## src/design/kbhv_pkg.sv

```systemverilog
// package with types and codes for the key blob header validator
`default_nettype none

package kbhv_pkg;

  typedef enum logic [2:0] {
    PH_ALG       = 3'd0,
    PH_LEVEL     = 3'd1,
    PH_LEN_FIRST = 3'd2,
    PH_LEN_EXT   = 3'd3,
    PH_PAYLOAD   = 3'd4,
    PH_ERROR     = 3'd5
  } phase_t;

  typedef enum logic [2:0] {
    ST_OK           = 3'd0,
    ST_TRUNC        = 3'd1,
    ST_BAD_ALG      = 3'd2,
    ST_BAD_LEVEL    = 3'd3,
    ST_NONMIN       = 3'd4,
    ST_LEN_MISMATCH = 3'd5,
    ST_PAYLOAD_SIZE = 3'd6
  } status_t;

  typedef enum logic [1:0] {
    LVL_SMALL  = 2'd0,
    LVL_MEDIUM = 2'd1,
    LVL_LARGE  = 2'd2
  } level_t;

  typedef enum logic [1:0] {
    KIND_NONE = 2'd0,
    KIND_U16  = 2'd1,
    KIND_U32  = 2'd2,
    KIND_U64  = 2'd3
  } len_kind_t;

  localparam int CFG_INDEX_W = 3;
  localparam int CFG_DATA_W  = 16;

  localparam logic [CFG_INDEX_W-1:0] REG_ALGORITHM_CODE    = 3'd0;
  localparam logic [CFG_INDEX_W-1:0] REG_LEVEL_CODE_SMALL  = 3'd1;
  localparam logic [CFG_INDEX_W-1:0] REG_LEVEL_CODE_MEDIUM = 3'd2;
  localparam logic [CFG_INDEX_W-1:0] REG_LEVEL_CODE_LARGE  = 3'd3;
  localparam logic [CFG_INDEX_W-1:0] REG_KEY_SIZE_SMALL    = 3'd4;
  localparam logic [CFG_INDEX_W-1:0] REG_KEY_SIZE_MEDIUM   = 3'd5;
  localparam logic [CFG_INDEX_W-1:0] REG_KEY_SIZE_LARGE    = 3'd6;

  localparam logic [7:0] PREFIX_U16 = 8'hFD;
  localparam logic [7:0] PREFIX_BASE = 8'hFC;

  localparam logic [16:0] COUNT_MAX = 17'h1FFFF;

endpackage

`default_nettype wire

```

## src/design/key_blob_header_validator.sv

```systemverilog
// Key blob header validator: checks algorithm, level and CompactSize length
//
// Input beats carry one blob byte each on s_tdata[7:0]; s_tlast marks the
// final byte of a blob. Each accepted byte updates the parser state in the
// same cycle and, if it produces a result, loads the output register.
// A result beat is sent for every passed key byte (m_tuser = 1) and for
// every last byte (m_tlast = 1, verdict in key_ok, level and status).
// Throughput is one byte per cycle while m_tready is high; the single
// output register is the only buffer, so s_tready follows m_tready while a
// result is held. Registers are to be written by the user through cfg_wr_en,
// cfg_index and cfg_wdata only while the block is idle; the block does not
// enforce this. Writes to an index beyond the list are ignored. Synchronous
// reset restores register defaults, returns the parser to the algorithm
// byte and empties the output register. After each verdict the parser
// returns to the algorithm byte on its own.
`default_nettype none

module key_blob_header_validator (
  input  wire logic        clk,
  input  wire logic        rst,
  input  wire logic        s_tvalid,
  output      logic        s_tready,
  input  wire logic [7:0]  s_tdata,   // [7:0] blob_byte
  input  wire logic        s_tlast,
  output      logic        m_tvalid,
  input  wire logic        m_tready,
  output      logic [15:0] m_tdata,   // [7:0] payload_byte, [8] key_ok, [10:9] level,
                                      // [13:11] status, [15:14] zero
  output      logic        m_tuser,   // [0] payload_valid
  output      logic        m_tlast,   // done_res
  input  wire logic                               cfg_wr_en,
  input  wire logic [kbhv_pkg::CFG_INDEX_W-1:0]   cfg_index,
  input  wire logic [kbhv_pkg::CFG_DATA_W-1:0]    cfg_wdata
);

  // configuration registers
  logic [7:0]  algorithm_code;
  logic [7:0]  level_code_small;
  logic [7:0]  level_code_medium;
  logic [7:0]  level_code_large;
  logic [15:0] key_size_small;
  logic [15:0] key_size_medium;
  logic [15:0] key_size_large;

  always_ff @(posedge clk) begin
    if (rst) begin
      algorithm_code    <= 8'd0;
      level_code_small  <= 8'd0;
      level_code_medium <= 8'd1;
      level_code_large  <= 8'd2;
      key_size_small    <= 16'd1312;
      key_size_medium   <= 16'd1952;
      key_size_large    <= 16'd2592;
    end else if (cfg_wr_en) begin
      case (cfg_index)
        kbhv_pkg::REG_ALGORITHM_CODE:    algorithm_code    <= cfg_wdata[7:0];
        kbhv_pkg::REG_LEVEL_CODE_SMALL:  level_code_small  <= cfg_wdata[7:0];
        kbhv_pkg::REG_LEVEL_CODE_MEDIUM: level_code_medium <= cfg_wdata[7:0];
        kbhv_pkg::REG_LEVEL_CODE_LARGE:  level_code_large  <= cfg_wdata[7:0];
        kbhv_pkg::REG_KEY_SIZE_SMALL:    key_size_small    <= cfg_wdata;
        kbhv_pkg::REG_KEY_SIZE_MEDIUM:   key_size_medium   <= cfg_wdata;
        kbhv_pkg::REG_KEY_SIZE_LARGE:    key_size_large    <= cfg_wdata;
        default: ;
      endcase
    end
  end

  // parser state
  kbhv_pkg::phase_t    phase, phase_next;
  kbhv_pkg::len_kind_t len_kind, len_kind_next;
  logic [2:0]          len_idx, len_idx_next;
  logic [15:0]         len_low, len_low_next;
  logic                len_mid_nz, len_mid_nz_next;   // bits 31:16 nonzero
  logic                len_top_nz, len_top_nz_next;   // bits 63:32 nonzero
  kbhv_pkg::level_t    level_index, level_index_next;
  kbhv_pkg::status_t   first_error, first_error_next;
  logic [16:0]         payload_count, payload_count_next;

  // output register
  logic        out_valid;
  logic [7:0]  out_byte;
  logic        out_pv;
  logic        out_done;
  logic        out_ok;
  logic [1:0]  out_level;
  logic [2:0]  out_status;

  // per-beat result
  logic              res_pv;
  logic              res_emit;
  logic              res_ok;
  kbhv_pkg::status_t res_status;

  logic accept;
  assign s_tready = !out_valid || m_tready;
  assign accept   = s_tvalid && s_tready;

  logic [15:0] level_size;
  always_comb begin
    case (level_index)
      kbhv_pkg::LVL_SMALL:  level_size = key_size_small;
      kbhv_pkg::LVL_MEDIUM: level_size = key_size_medium;
      default:              level_size = key_size_large;
    endcase
  end

  logic [2:0] ext_last_idx;
  always_comb begin
    case (len_kind)
      kbhv_pkg::KIND_U16: ext_last_idx = 3'd1;
      kbhv_pkg::KIND_U32: ext_last_idx = 3'd3;
      default:            ext_last_idx = 3'd7;
    endcase
  end

  // next state
  always_comb begin
    logic [7:0] b;
    logic       minimal;
    b                  = s_tdata;
    minimal            = 1'b0;
    phase_next         = phase;
    len_kind_next      = len_kind;
    len_idx_next       = len_idx;
    len_low_next       = len_low;
    len_mid_nz_next    = len_mid_nz;
    len_top_nz_next    = len_top_nz;
    level_index_next   = level_index;
    first_error_next   = first_error;
    payload_count_next = payload_count;
    res_pv             = 1'b0;
    case (phase)
      kbhv_pkg::PH_ALG: begin
        if (b != algorithm_code) begin
          first_error_next = kbhv_pkg::ST_BAD_ALG;
          phase_next       = kbhv_pkg::PH_ERROR;
        end else begin
          phase_next = kbhv_pkg::PH_LEVEL;
        end
      end
      kbhv_pkg::PH_LEVEL: begin
        phase_next = kbhv_pkg::PH_LEN_FIRST;
        if (b == level_code_small) begin
          level_index_next = kbhv_pkg::LVL_SMALL;
        end else if (b == level_code_medium) begin
          level_index_next = kbhv_pkg::LVL_MEDIUM;
        end else if (b == level_code_large) begin
          level_index_next = kbhv_pkg::LVL_LARGE;
        end else begin
          first_error_next = kbhv_pkg::ST_BAD_LEVEL;
          phase_next       = kbhv_pkg::PH_ERROR;
        end
      end
      kbhv_pkg::PH_LEN_FIRST: begin
        len_mid_nz_next = 1'b0;
        len_top_nz_next = 1'b0;
        if (b < kbhv_pkg::PREFIX_U16) begin
          len_low_next = {8'd0, b};
          if ({8'd0, b} != level_size) begin
            first_error_next = kbhv_pkg::ST_LEN_MISMATCH;
            phase_next       = kbhv_pkg::PH_ERROR;
          end else begin
            phase_next         = kbhv_pkg::PH_PAYLOAD;
            payload_count_next = 17'd0;
          end
        end else begin
          len_kind_next = kbhv_pkg::len_kind_t'(2'(b - kbhv_pkg::PREFIX_BASE));
          len_idx_next  = 3'd0;
          len_low_next  = 16'd0;
          phase_next    = kbhv_pkg::PH_LEN_EXT;
        end
      end
      kbhv_pkg::PH_LEN_EXT: begin
        if (len_idx[2]) begin
          len_top_nz_next = len_top_nz || (b != 8'd0);
        end else if (len_idx[1]) begin
          len_mid_nz_next = len_mid_nz || (b != 8'd0);
        end else if (len_idx[0]) begin
          len_low_next[15:8] = b;
        end else begin
          len_low_next[7:0] = b;
        end
        len_idx_next = len_idx + 3'd1;
        if (len_idx == ext_last_idx) begin
          case (len_kind)
            kbhv_pkg::KIND_U16: minimal = len_low_next >= {8'd0, kbhv_pkg::PREFIX_U16};
            kbhv_pkg::KIND_U32: minimal = len_mid_nz_next;
            default:            minimal = len_top_nz_next;
          endcase
          if (!minimal) begin
            first_error_next = kbhv_pkg::ST_NONMIN;
            phase_next       = kbhv_pkg::PH_ERROR;
          end else if (len_mid_nz_next || len_top_nz_next || len_low_next != level_size) begin
            first_error_next = kbhv_pkg::ST_LEN_MISMATCH;
            phase_next       = kbhv_pkg::PH_ERROR;
          end else begin
            phase_next         = kbhv_pkg::PH_PAYLOAD;
            payload_count_next = 17'd0;
          end
        end
      end
      kbhv_pkg::PH_PAYLOAD: begin
        if (payload_count >= {1'b0, len_low}) begin
          first_error_next = kbhv_pkg::ST_PAYLOAD_SIZE;
          phase_next       = kbhv_pkg::PH_ERROR;
        end else begin
          if (payload_count != kbhv_pkg::COUNT_MAX) begin
            payload_count_next = payload_count + 17'd1;
          end
          res_pv = 1'b1;
        end
      end
      default: ;
    endcase
  end

  // verdict for this beat
  always_comb begin
    res_emit = res_pv || s_tlast;
    if (first_error_next != kbhv_pkg::ST_OK) begin
      res_status = first_error_next;
    end else if (phase_next != kbhv_pkg::PH_PAYLOAD) begin
      res_status = kbhv_pkg::ST_TRUNC;
    end else if (payload_count_next != {1'b0, len_low_next}) begin
      res_status = kbhv_pkg::ST_PAYLOAD_SIZE;
    end else begin
      res_status = kbhv_pkg::ST_OK;
    end
    res_ok = res_status == kbhv_pkg::ST_OK;
  end

  always_ff @(posedge clk) begin
    if (rst) begin
      phase         <= kbhv_pkg::PH_ALG;
      len_kind      <= kbhv_pkg::KIND_NONE;
      len_idx       <= 3'd0;
      len_low       <= 16'd0;
      len_mid_nz    <= 1'b0;
      len_top_nz    <= 1'b0;
      level_index   <= kbhv_pkg::LVL_SMALL;
      first_error   <= kbhv_pkg::ST_OK;
      payload_count <= 17'd0;
    end else if (accept) begin
      if (s_tlast) begin
        phase         <= kbhv_pkg::PH_ALG;
        len_kind      <= kbhv_pkg::KIND_NONE;
        len_idx       <= 3'd0;
        len_low       <= 16'd0;
        len_mid_nz    <= 1'b0;
        len_top_nz    <= 1'b0;
        level_index   <= kbhv_pkg::LVL_SMALL;
        first_error   <= kbhv_pkg::ST_OK;
        payload_count <= 17'd0;
      end else begin
        phase         <= phase_next;
        len_kind      <= len_kind_next;
        len_idx       <= len_idx_next;
        len_low       <= len_low_next;
        len_mid_nz    <= len_mid_nz_next;
        len_top_nz    <= len_top_nz_next;
        level_index   <= level_index_next;
        first_error   <= first_error_next;
        payload_count <= payload_count_next;
      end
    end
  end

  always_ff @(posedge clk) begin
    if (rst) begin
      out_valid <= 1'b0;
    end else if (accept) begin
      out_valid <= res_emit;
    end else if (m_tready) begin
      out_valid <= 1'b0;
    end
  end

  always_ff @(posedge clk) begin
    if (accept && res_emit) begin
      out_byte   <= res_pv ? s_tdata : 8'd0;
      out_pv     <= res_pv;
      out_done   <= s_tlast;
      out_ok     <= s_tlast && res_ok;
      out_level  <= s_tlast ? level_index_next : 2'd0;
      out_status <= s_tlast ? res_status : kbhv_pkg::ST_OK;
    end
  end

  assign m_tvalid = out_valid;
  assign m_tdata  = {2'b00, out_status, out_level, out_ok, out_byte};
  assign m_tuser  = out_pv;
  assign m_tlast  = out_done;

`ifndef ASSERT_OFF
  a_ok_means_status_ok: assert property (@(posedge clk) disable iff (rst)
    (m_tvalid && out_ok) |-> (out_done && out_status == kbhv_pkg::ST_OK))
    else $error("key_ok set without a clean verdict");

  a_no_verdict_fields: assert property (@(posedge clk) disable iff (rst)
    (m_tvalid && !out_done) |-> (out_pv && out_status == kbhv_pkg::ST_OK && out_level == 2'd0))
    else $error("non-verdict beat carries verdict fields or no key byte");

  a_restart_after_last: assert property (@(posedge clk) disable iff (rst)
    (accept && s_tlast) |=> (phase == kbhv_pkg::PH_ALG && first_error == kbhv_pkg::ST_OK))
    else $error("parser did not restart after a verdict");

  a_error_recorded: assert property (@(posedge clk) disable iff (rst)
    (phase == kbhv_pkg::PH_ERROR) |-> (first_error != kbhv_pkg::ST_OK))
    else $error("error phase without a recorded error");
`endif

endmodule

`default_nettype wire

```

## config.mk

```make
export PLATFORM = sky130hd
export DESIGN_NAME = key_blob_header_validator
export DESIGN_NICKNAME = d
export VERILOG_FILES = /design/src/design/kbhv_pkg.sv /design/src/design/key_blob_header_validator.sv
export SDC_FILE = /design/constraint.sdc
export NUM_CORES = 1
export LEC_CHECK = 0
export BUFFER_PORTS_ARGS = -buffer_cell sky130_fd_sc_hd__buf_4
export CORE_MARGIN = 2
export CORE_UTILIZATION = 46
export DETAILED_ROUTE_END_ITERATION = 6
export PLACE_DENSITY = 0.75
export SLEW_MARGIN = 20
export SYNTH_ARGS = -nofsm -noshare
export SYNTH_HDL_FRONTEND = slang
export SYNTH_SLANG_ARGS = --single-unit
```

## constraint.sdc

```tcl
create_clock -name clk -period 4.5 [get_ports clk]
set_clock_uncertainty 0.15 [all_clocks]
set_input_delay 0.675 -clock clk [delete_from_list [all_inputs] [get_ports clk]]
set_output_delay 0.675 -clock clk [all_outputs]
set_load 0.01 [all_outputs]
```

Word-level counts from Yosys, hierarchy flattened
Index checks and enable logic that the tools add are counted.

Bits in writable memories: 0. Memories kept: 0. Output and inout bits: 20. Bits in latches: 0. Memory bits (read-only): 0. Bits in registers: 145. Bits of input ports: 33.

$add $sub $neg: 3. $mul: 0. Reduce and logical (&&, ||, !) cells: 29. Div/mod/pow operators: 0. Bitwise operators: 0. Magnitude comparators: 3. Equality and inequality tests: 25. Mux-type cells: 73. Shifts and indexed selects: 0.

Operators by type and width (number): $mux 17 (8); $mux 3 (24); $mux 16 (4); $pmux 16 s2 (2); $pmux 17 s3 (1); $pmux 3 s5 (2); $eq 8x8->1 (3); $mux 8 (3); $add 17x1->17 const B (1); $ge 17x16->1 (1); $ne 17x16->1 (1); $ne 17x17->1 const B (1); $ge 16x8->1 const B (1); $mux 1 (16); $mux 2 (8); $ne 16x16->1 (1); $ne 8x16->1 (1); $reduce_and 2->1 (8); $eq 3x2->1 const B (4); $eq 3x3->1 const B (4); $pmux 3 s2 (2); $logic_not 3->1 (3); $lt 8x8->1 const B (1); $ne 8x8->1 (1); 17 further kinds (32).

Logic depth before layout (Yosys ltp)
Gate-level depths: netlist of the first run.

Depth in word-level cells: 17. Gate-level depth with buffers: 14. Gate-level depth less buffers: 13.

Worst setup path after synthesis of the first run
OpenSTA, ideal clock, no wires.

Kind: register -> register. Start: register len_low[12]. End: register out_status[1], data pin. Clock period less this slack: 3.889 ns. Buffers on the path: 0. Cell stages (with the launch flop): 14. Required time: 4.083 ns. Setup slack: 0.611 ns. Data arrival time: 3.472 ns. Setup time: 0.267 ns. Path through: dfxtp_1 > inv_1 > ha_1 > nand4_1 > nor4_1 > o21ai_0 > nand2_1 > nor4_1 > xnor2_1 > nor3_1 > or4b_1 > or4_1 > a2111oi_2 > a21oi_1.

Word-level cells in the longest chain between the ends: 15. Elaborated cells between the ends (all ways): 33. Classes of those cells: 2 x order compare; 3 x eq/ne; 26 x mux; 2 x reduce/logical.

Ends and longest elaborated chain: start, declared (line key_blob_header_validator.sv:72) `logic [15:0] len_low, len_low_next;`; start signal, assigned (line key_blob_header_validator.sv:258) `len_low <= len_low_next;`; $mux 8 (line key_blob_header_validator.sv:178) `end else if (len_idx[0]) begin`; $mux 16 (line key_blob_header_validator.sv:176) `end else if (len_idx[1]) begin`; $mux 16 (line key_blob_header_validator.sv:174) `if (len_idx[2]) begin`; $mux 16 (line key_blob_header_validator.sv:132) `case (phase)`; $ge 16x8->1 (line key_blob_header_validator.sv:186) `kbhv_pkg::KIND_U16: minimal = len_low_next >= {8'd0, kbhv_pkg::PREFIX_U16};`; $pmux 1 s2 (line key_blob_header_validator.sv:185) `case (len_kind)`; $mux 1 (line key_blob_header_validator.sv:184) `if (len_idx == ext_last_idx) begin`; $mux 1 (line key_blob_header_validator.sv:132); $mux 17 (line key_blob_header_validator.sv:190) `if (!minimal) begin`; $mux 17 (line key_blob_header_validator.sv:184); $pmux 17 s3 (line key_blob_header_validator.sv:132); $ne 17x16->1 (line key_blob_header_validator.sv:224) `end else if (payload_count_next != {1'b0, len_low_next}) begin`; $mux 3 (line key_blob_header_validator.sv:224); $mux 3 (line key_blob_header_validator.sv:222) `end else if (phase_next != kbhv_pkg::PH_PAYLOAD) begin`; $mux 3 * (line key_blob_header_validator.sv:220) `if (first_error_next != kbhv_pkg::ST_OK) begin`; end signal, assigned (line key_blob_header_validator.sv:285) `out_status <= s_tlast ? res_status : kbhv_pkg::ST_OK;`; end, declared (line key_blob_header_validator.sv:86) `logic [2:0] out_status;`.

Every way passes the cells marked *; elsewhere a longest branch is shown, timed or not. The select of a mux whose other input is x is not followed. A chain may end at the register's enable or synchronous reset.

Worst setup path after layout of the first run
Start: register level_index[0]. End: register out_status[1], data pin.

Word-level cells in the longest chain between the ends: 12. Elaborated cells between the ends (all ways): 30. Classes of those cells: 5 x eq/ne; 22 x mux; 3 x reduce/logical.

Ends and longest elaborated chain: start, declared (line key_blob_header_validator.sv:75) `kbhv_pkg::level_t level_index, level_index_next;`; start signal, assigned (line key_blob_header_validator.sv:240) `level_index <= kbhv_pkg::LVL_SMALL;`; start signal, assigned (line key_blob_header_validator.sv:251) `level_index <= kbhv_pkg::LVL_SMALL;`; start signal, assigned (line key_blob_header_validator.sv:261) `level_index <= level_index_next;`; $eq 2x1->1 or $logic_not 2->1 (tied branches) (line key_blob_header_validator.sv:100) `case (level_index)`; $pmux 16 s2 * (line key_blob_header_validator.sv:100); $ne 16x16->1 (line key_blob_header_validator.sv:193) `end else if (len_mid_nz_next || len_top_nz_next || len_low_next != level_size) begin`; $logic_or 1x1->1 (line key_blob_header_validator.sv:193); $mux 17 (line key_blob_header_validator.sv:193); $mux 17 (line key_blob_header_validator.sv:190); $mux 17 (line key_blob_header_validator.sv:184); $pmux 17 s3 (line key_blob_header_validator.sv:132); $ne 17x16->1 (line key_blob_header_validator.sv:224); $mux 3 (line key_blob_header_validator.sv:224); $mux 3 (line key_blob_header_validator.sv:222); $mux 3 * (line key_blob_header_validator.sv:220).

Every way passes the cells marked *; elsewhere a longest branch is shown, timed or not.

==> metrics.yaml, run 1 <==
r2r_start: "level_index[0]"
area_growth_pct: 17.6
regToRegEndpoint: "out_status[1]"
tns_ps: 0
postRouteAntennaNets: 0
die_y_um: 147
crit_fanout: 16
grt_pass1_vias: 9276
wl_mm: 32.7
cts_buffers: 17
period_needed_ps: 4260
netlist_top_cells_area: "dfxtp_1 28%, nand2_1 9.1%, a21oi_1 6.2%, edfxtp_1 5.1%, nor2_1 4.4%"
fill_cells: 1911
pwr-share-comb_pct: 11.2
ys_seq_area_share_pct: 32.7
grt_max_degree: 72
insertion_delay_ps: 440
syn_area_um2: 9360
layout-drive-gt1-share_pct: 16.4
pwr-share-clk_pct: 44.5
yosysMostFrequentCell: "nand2_1"
dr.pass1.iters: 7
grt.overflow.total: 0
arrival_ps: 4280
place_inst: 1544
track_usage_pct: 30.7
synth_top_area_share_pct: 27.6
period_share_pct: 94.6
wire_per_inst_um: 20.7
grt_pass1_wl_mm: 52.1
crit_type: "flip-flop to flip-flop"
synth_cell_types: 84
async_flop_share_pct: 0
ctsHoldBuffers: 0
syn_avg_cell_area_um2: 7.68
power.density_nw_per_um2: 276
num_antenna_cells: 0
total_power_mw: 3.04
worst_pin_slew_ps: 842
io_buffers: 50
cp.required_ps: 4520
reg2regPathDepth: 14
num_io_pins: 53
total_leakage_power_nw: 4.11
synth_edf_count: 16
final_cells: 1579
antenna_found_initial: 0
cts_sinks: 145
rsz0062_at_grt: "no"
drc: 34
end_kind: "flip-flop"
finalSetupViolCount: 0
synth_warnings: 0
fmax_mhz: 235
yosysTopAreaCell: "dfxtp_1"
cts_buffer_depth: 2
ys.flop_type: "dfxtp_1"
nNetsFinal: 1349
avgViaCountPerCell: 6.18
hold_viol: 0
drt_iter0_drc: 1096
cts_htree_levels: 4
vdd_drop_max_v: 0.000259
relSlewSlack_pct: 43.4
rows: 52
reg2reg_slack_ps: 240
cts_tree: "done"
gp_congestion: 1.00
power_frac_seq_pct: 44.3
vias: 9753
synth_seq_cells: 145
whs_endpoint: "key_size_large[10]"
synth_commonest_cells: "226 x nand2_1, 129 x dfxtp_1, 116 x a21oi_1"
slew_viol_final: 0
startpoint_type: "flip-flop"
hp-class: "flip-flop to flip-flop"
p_int_mw: 2.17
worstHoldPathCells: 2
path_clk_slew_ps: 70
die_area_um2: 21500
power_switching_uw: 866
fp.dieW_um: 147
dp_hpwl_mm: 24.3
drv_cap: 0
switching_share_pct: 28.5
violations: "design-rule violations"
start_util_pct: 46.6
coreArea_um2: 20100
outcome: "finished with violations"
cts_root_buffer: "clkbuf_16"
holdCritStartpoint: "key_size_large[10]"
netlist_instances: 1218
[state kept, by name (all words and copies together) (netlist names), 2 cells and up]
signal	cells
first_error	3
payload_count	17
level_code_medium	8
key_size_small	16
key_size_medium	16
level_code_small	8
out_byte	8
level_code_large	8
out_level	2
key_size_large	16
algorithm_code	8
level_index	2
len_idx	3
len_kind	2
phase	3
out_status	3
len_low	16
[layout by cell type, fill, tap and decap left out, drive strengths merged, types with 5 or more instances in the layout]
cell / instances
edfxtp: 16
clkbuf: 18
nand2b: 9
mux2: 12
mux2i: 31
nand2: 226
clkinv: 6
a211oi: 8
nor4: 22
inv: 43
nor2b: 9
o22ai: 10
ha: 20
nor3: 27
and2: 11
buf: 136
xor2: 32
a32oi: 5
a21oi: 116
o21ai: 40
dfxtp: 129
a31oi: 11
nand4: 25
nand3: 31
a21o: 6
o221ai: 8
or3: 7
o211ai: 10
nand3b: 14
nor2: 110
and3: 9
nor4b: 8
a22oi: 39
xnor2: 31
[how the worst max path moves through the flow]
| stage | cells past startpoint | end | start |
|---|---|---|---|
| after global routing | 15 | out_status[1] | len_low[6] |
| after detailed placement | 13 | out_status[1] | s_tdata[6] |
| after global placement | 12 | out_status[2] | level_index[0] |
| after CTS | 12 | out_status[1] | level_index[0] |
| after floorplan | 13 | out_status[1] | len_low[12] |
| final | 14 | out_status[1] | level_index[0] |
[cell families (layout without fill, tap and decap cells)]
| logic type | after synthesis | in the layout | share of synthesized area (%) |
|---|---|---|---|
| AND/OR/NAND/NOR | 528 | 528 | 27.2 |
| adder cells (fa/ha/maj) | 20 | 20 | 2.67 |
| other | 1 | 2 | 0.0401 |
| AO/OA/AOI/OAI | 304 | 304 | 21.3 |
| multiplexers | 43 | 43 | 5.04 |
| buffers and inverters | 114 | 204 | 5.19 |
| XOR/XNOR | 63 | 63 | 5.89 |
| flip-flops | 145 | 145 | 32.7 |
[metal layers]
metal | up-vias | share of wire [%] | global-route usage [%]
met5 | - | 0 | 0
met4 | 0 | 4.9 | 15.0
met3 | 109 | 7.7 | 4.78
met2 | 505 | 45 | 48.5
met1 | 4587 | 42 | 40.9
li1 | 4552 | - | -
[power by group through the flow]
stage / Clock, mW / Combinational, mW / Sequential [mW]
6_report: 1.35 / 0.341 / 1.35
5_1_grt: 1.42 / 0.365 / 1.35
4_1_cts: 1.36 / 0.333 / 1.35
3_5_place_dp: 0 / 0.331 / 1.38
3_3_place_gp: 0 / 0.328 / 1.38
2_1_floorplan: 0 / 0.202 / 1.37
[metrics by stage]
step	utilization (%)	hold WS, ps	worst slack, ps	cell area, µm²
after floorplan	-	282	612	9360
after global placement	51.6	288	216	10400
after detailed placement	51.6	296	142	10400
after CTS	54.4	305	127	10900
after global routing	54.8	323	22.8	11000
final	54.8	302	243	11000
[what timing repair did]
action / 4_1_cts / 5_1_grt
endpoints found under the setup margin: 0 / 2
resized for setup: 0 / 10
setup buffers: 0 / 3
[critical path, stage by stage, from the launching register on]
cell       delay (ps)
dfxtp_1           400
buf_12            190
mux2_2            350
mux2i_1           240
buf_4             170
xnor2_1           130
nand4_1           120
or3_1             570
o21ai_4           260
buf_4             170
a31o_2            170
a32oi_1            90
or3b_2            530
a2111oi_2         340
a21oi_1           110
[layout make-up]
cell class | instances | area, µm² | share of cell area (%)
clock buffer | 18 | 429 | 3.90
clock inverter | 14 | 124 | 1.13
inverter | 36 | 135 | 1.23
multi-input combinational | 960 | 5870 | 53.3
sequential | 145 | 3060 | 27.8
tap | 270 | 338 | 3.07
timing repair buffer | 136 | 1050 | 9.50
Power figures use the tool's default switching activity.
==> run 2: changes to the inputs <==
--- a/config.mk
+++ b/config.mk
@@ -6,8 +6,10 @@
 export NUM_CORES = 1
 export LEC_CHECK = 0
 export BUFFER_PORTS_ARGS = -buffer_cell sky130_fd_sc_hd__buf_4
+export CAP_MARGIN = 40
 export CORE_MARGIN = 2
 export CORE_UTILIZATION = 46
+export CTS_BUF_LIST = sky130_fd_sc_hd__clkbuf_4
 export DETAILED_ROUTE_END_ITERATION = 6
 export PLACE_DENSITY = 0.75
 export SLEW_MARGIN = 20
==> run 2 against run 1 <==
Against the previous run:
- the run now ends clean
- worst hold slack lost 120 ps
- fmax fell by 2.1%
- sequential cell count unchanged
- wire length shrank 0.52%
- sequential share of layout area grew 0.81 points
- clock power shrank 41%
- global-route usage fell by 0.59 points
- combinational power is essentially flat
- setup slack worse by 92 ps
- core utilization decreased by 1.5 points
- die area did not move
==> metrics.yaml, run 2 (synthesis results as in run 1) <==
outcome: "complete, no violations"
switching_share_pct: 31.7
cts_sinks: 145
grt.overflow.total: 0
crit_fanout: 16
period_share_pct: 96.6
total_power_mw: 2.48
track_usage_pct: 30.1
hold_viol: 0
power_switching_uw: 788
vdd_drop_max_v: 0.000189
drc: 0
p_int_mw: 1.70
fmax_mhz: 230
die_y_um: 147
grt_pass1_wl_mm: 51.1
num_io_pins: 53
seqCellArea_um2: 3070
power_frac_seq_pct: 54.3
insertion_delay_ps: 590
vias: 9716
met1_usage_pct: 39.6
fin_util_pct: 53.2
cts_buffer_depth: 2
worst_pin_slew_ps: 815
startpoint_type: "flip-flop"
tns_ps: 0
start_util_pct: 46.6
dp_hpwl_mm: 24.3
area_growth_pct: 14.3
fill_cells: 1946
period_needed_ps: 4350
total_leakage_power_nw: 4.00
end_kind: "flip-flop"
postRouteAntennaNets: 0
met3_usage_pct: 4.75
nNetsFinal: 1351
rows: 52
timing.hold.ws_ps: 184
grt_pass1_vias: 9263
hp-class: "primary input to flip-flop"
path_clk_slew_ps: 140
use_met2_pct: 48.8
cts_htree_levels: 4
avgViaCountPerCell: 6.14
grt_max_degree: 72
pwr-share-clk_pct: 32.1
place_area_um2: 10400
largest_reg_flops: 17
power.density_nw_per_um2: 232
slew_viol_final: 0
wire_per_inst_um: 20.6
drt_iter0_drc: 996
top_register: "payload_count"
antenna_found_initial: 1
gp_congestion: 1.00
wl_mm: 32.5
coreArea_um2: 20100
io_buffers: 50
fp.dieW_um: 147
finalSetupViolCount: 0
dr.pass1.iters: 6
relSlewSlack_pct: 45.1
pwr-share-comb_pct: 13.6
cts_root_buffer: "clkbuf_4"
layout_commonest_cell: "nand2_1"
grt_busiest_layer: "met2"
layout-drive-gt1-share_pct: 16.2
drv_cap: 0
crit_type: "flip-flop to flip-flop"
multiInputGateArea_um2: 5850
cp.required_ps: 4690
layout_common_cells: "226 x nand2_1, 135 x buf_4, 127 x dfxtp_1"
arrival_ps: 4540
cts_buffers: 17
die_area_um2: 21500
final_area_um2: 10700
cts_tree: "done"
## run 2: layer usage
metal  vias up  wire (µm)  part of all wire (%)
li1       4543          -                     -
met3       109       2650                   8.2
met4         0       1440                   4.4
met1      4601      13500                    41
met2       463      14900                    46
met5         -          0                     0
## run 2: cell type report
class / count / area share [%]
multi-input combinational: 960 / 54.7
sequential: 145 / 28.6
timing repair buffer: 138 / 9.89
tap: 270 / 3.16
clock buffer: 18 / 1.26
inverter: 36 / 1.26
clock inverter: 14 / 1.10
antenna: 1 / 0.0234
## run 2: worst paths after layout
path | startpoint | endpoint | slack (ps) | cells after the start
hold reg to reg | key_size_large[10] | key_size_large[10] | 310 | 2
hold / removal | cfg_wdata[10] | key_size_medium[10] | 180 | 3
setup / recovery | level_index[0] | out_status[1] | 150 | 12
setup reg to reg | level_index[0] | out_status[1] | 150 | 12
## run 2: critical path, cell delays in order (launching register included)
cell and delay (ps):
dfxtp_1 410, buf_12 190, mux2_1 350, mux2i_1 360, xnor2_1 170, nor4_4 470
nand4_1 340, a311oi_1 350, o21ai_0 150, xnor2_1 250, or4b_1 480, nor4b_2 340
a21oi_1 100
## run 2: power by group through the flow
| stage | logic, mW | clock network, mW | registers, mW |
|---|---|---|---|
| 2_1_floorplan | 0.202 | 0 | 1.37 |
| 5_1_grt | 0.364 | 0.862 | 1.35 |
| 3_3_place_gp | 0.328 | 0 | 1.38 |
| 3_5_place_dp | 0.331 | 0 | 1.38 |
| 4_1_cts | 0.332 | 0.807 | 1.35 |
| 6_report | 0.339 | 0.796 | 1.35 |
## run 2: repair_timing
action	in CTS	in global routing
hold buffers	0	0
gates resized for setup	0	7
endpoints found under the hold margin	0	0
setup buffers	0	2
endpoints found under the setup margin	0	3
## run 2: metrics by stage
stage | setup slack, ps | cells
after floorplan | 612 | 1219
after global placement | 216 | 1544
after detailed placement | 132 | 1546
after CTS | 66.6 | 1578
after global routing | -18.1 | 1582
final | 151 | 1582
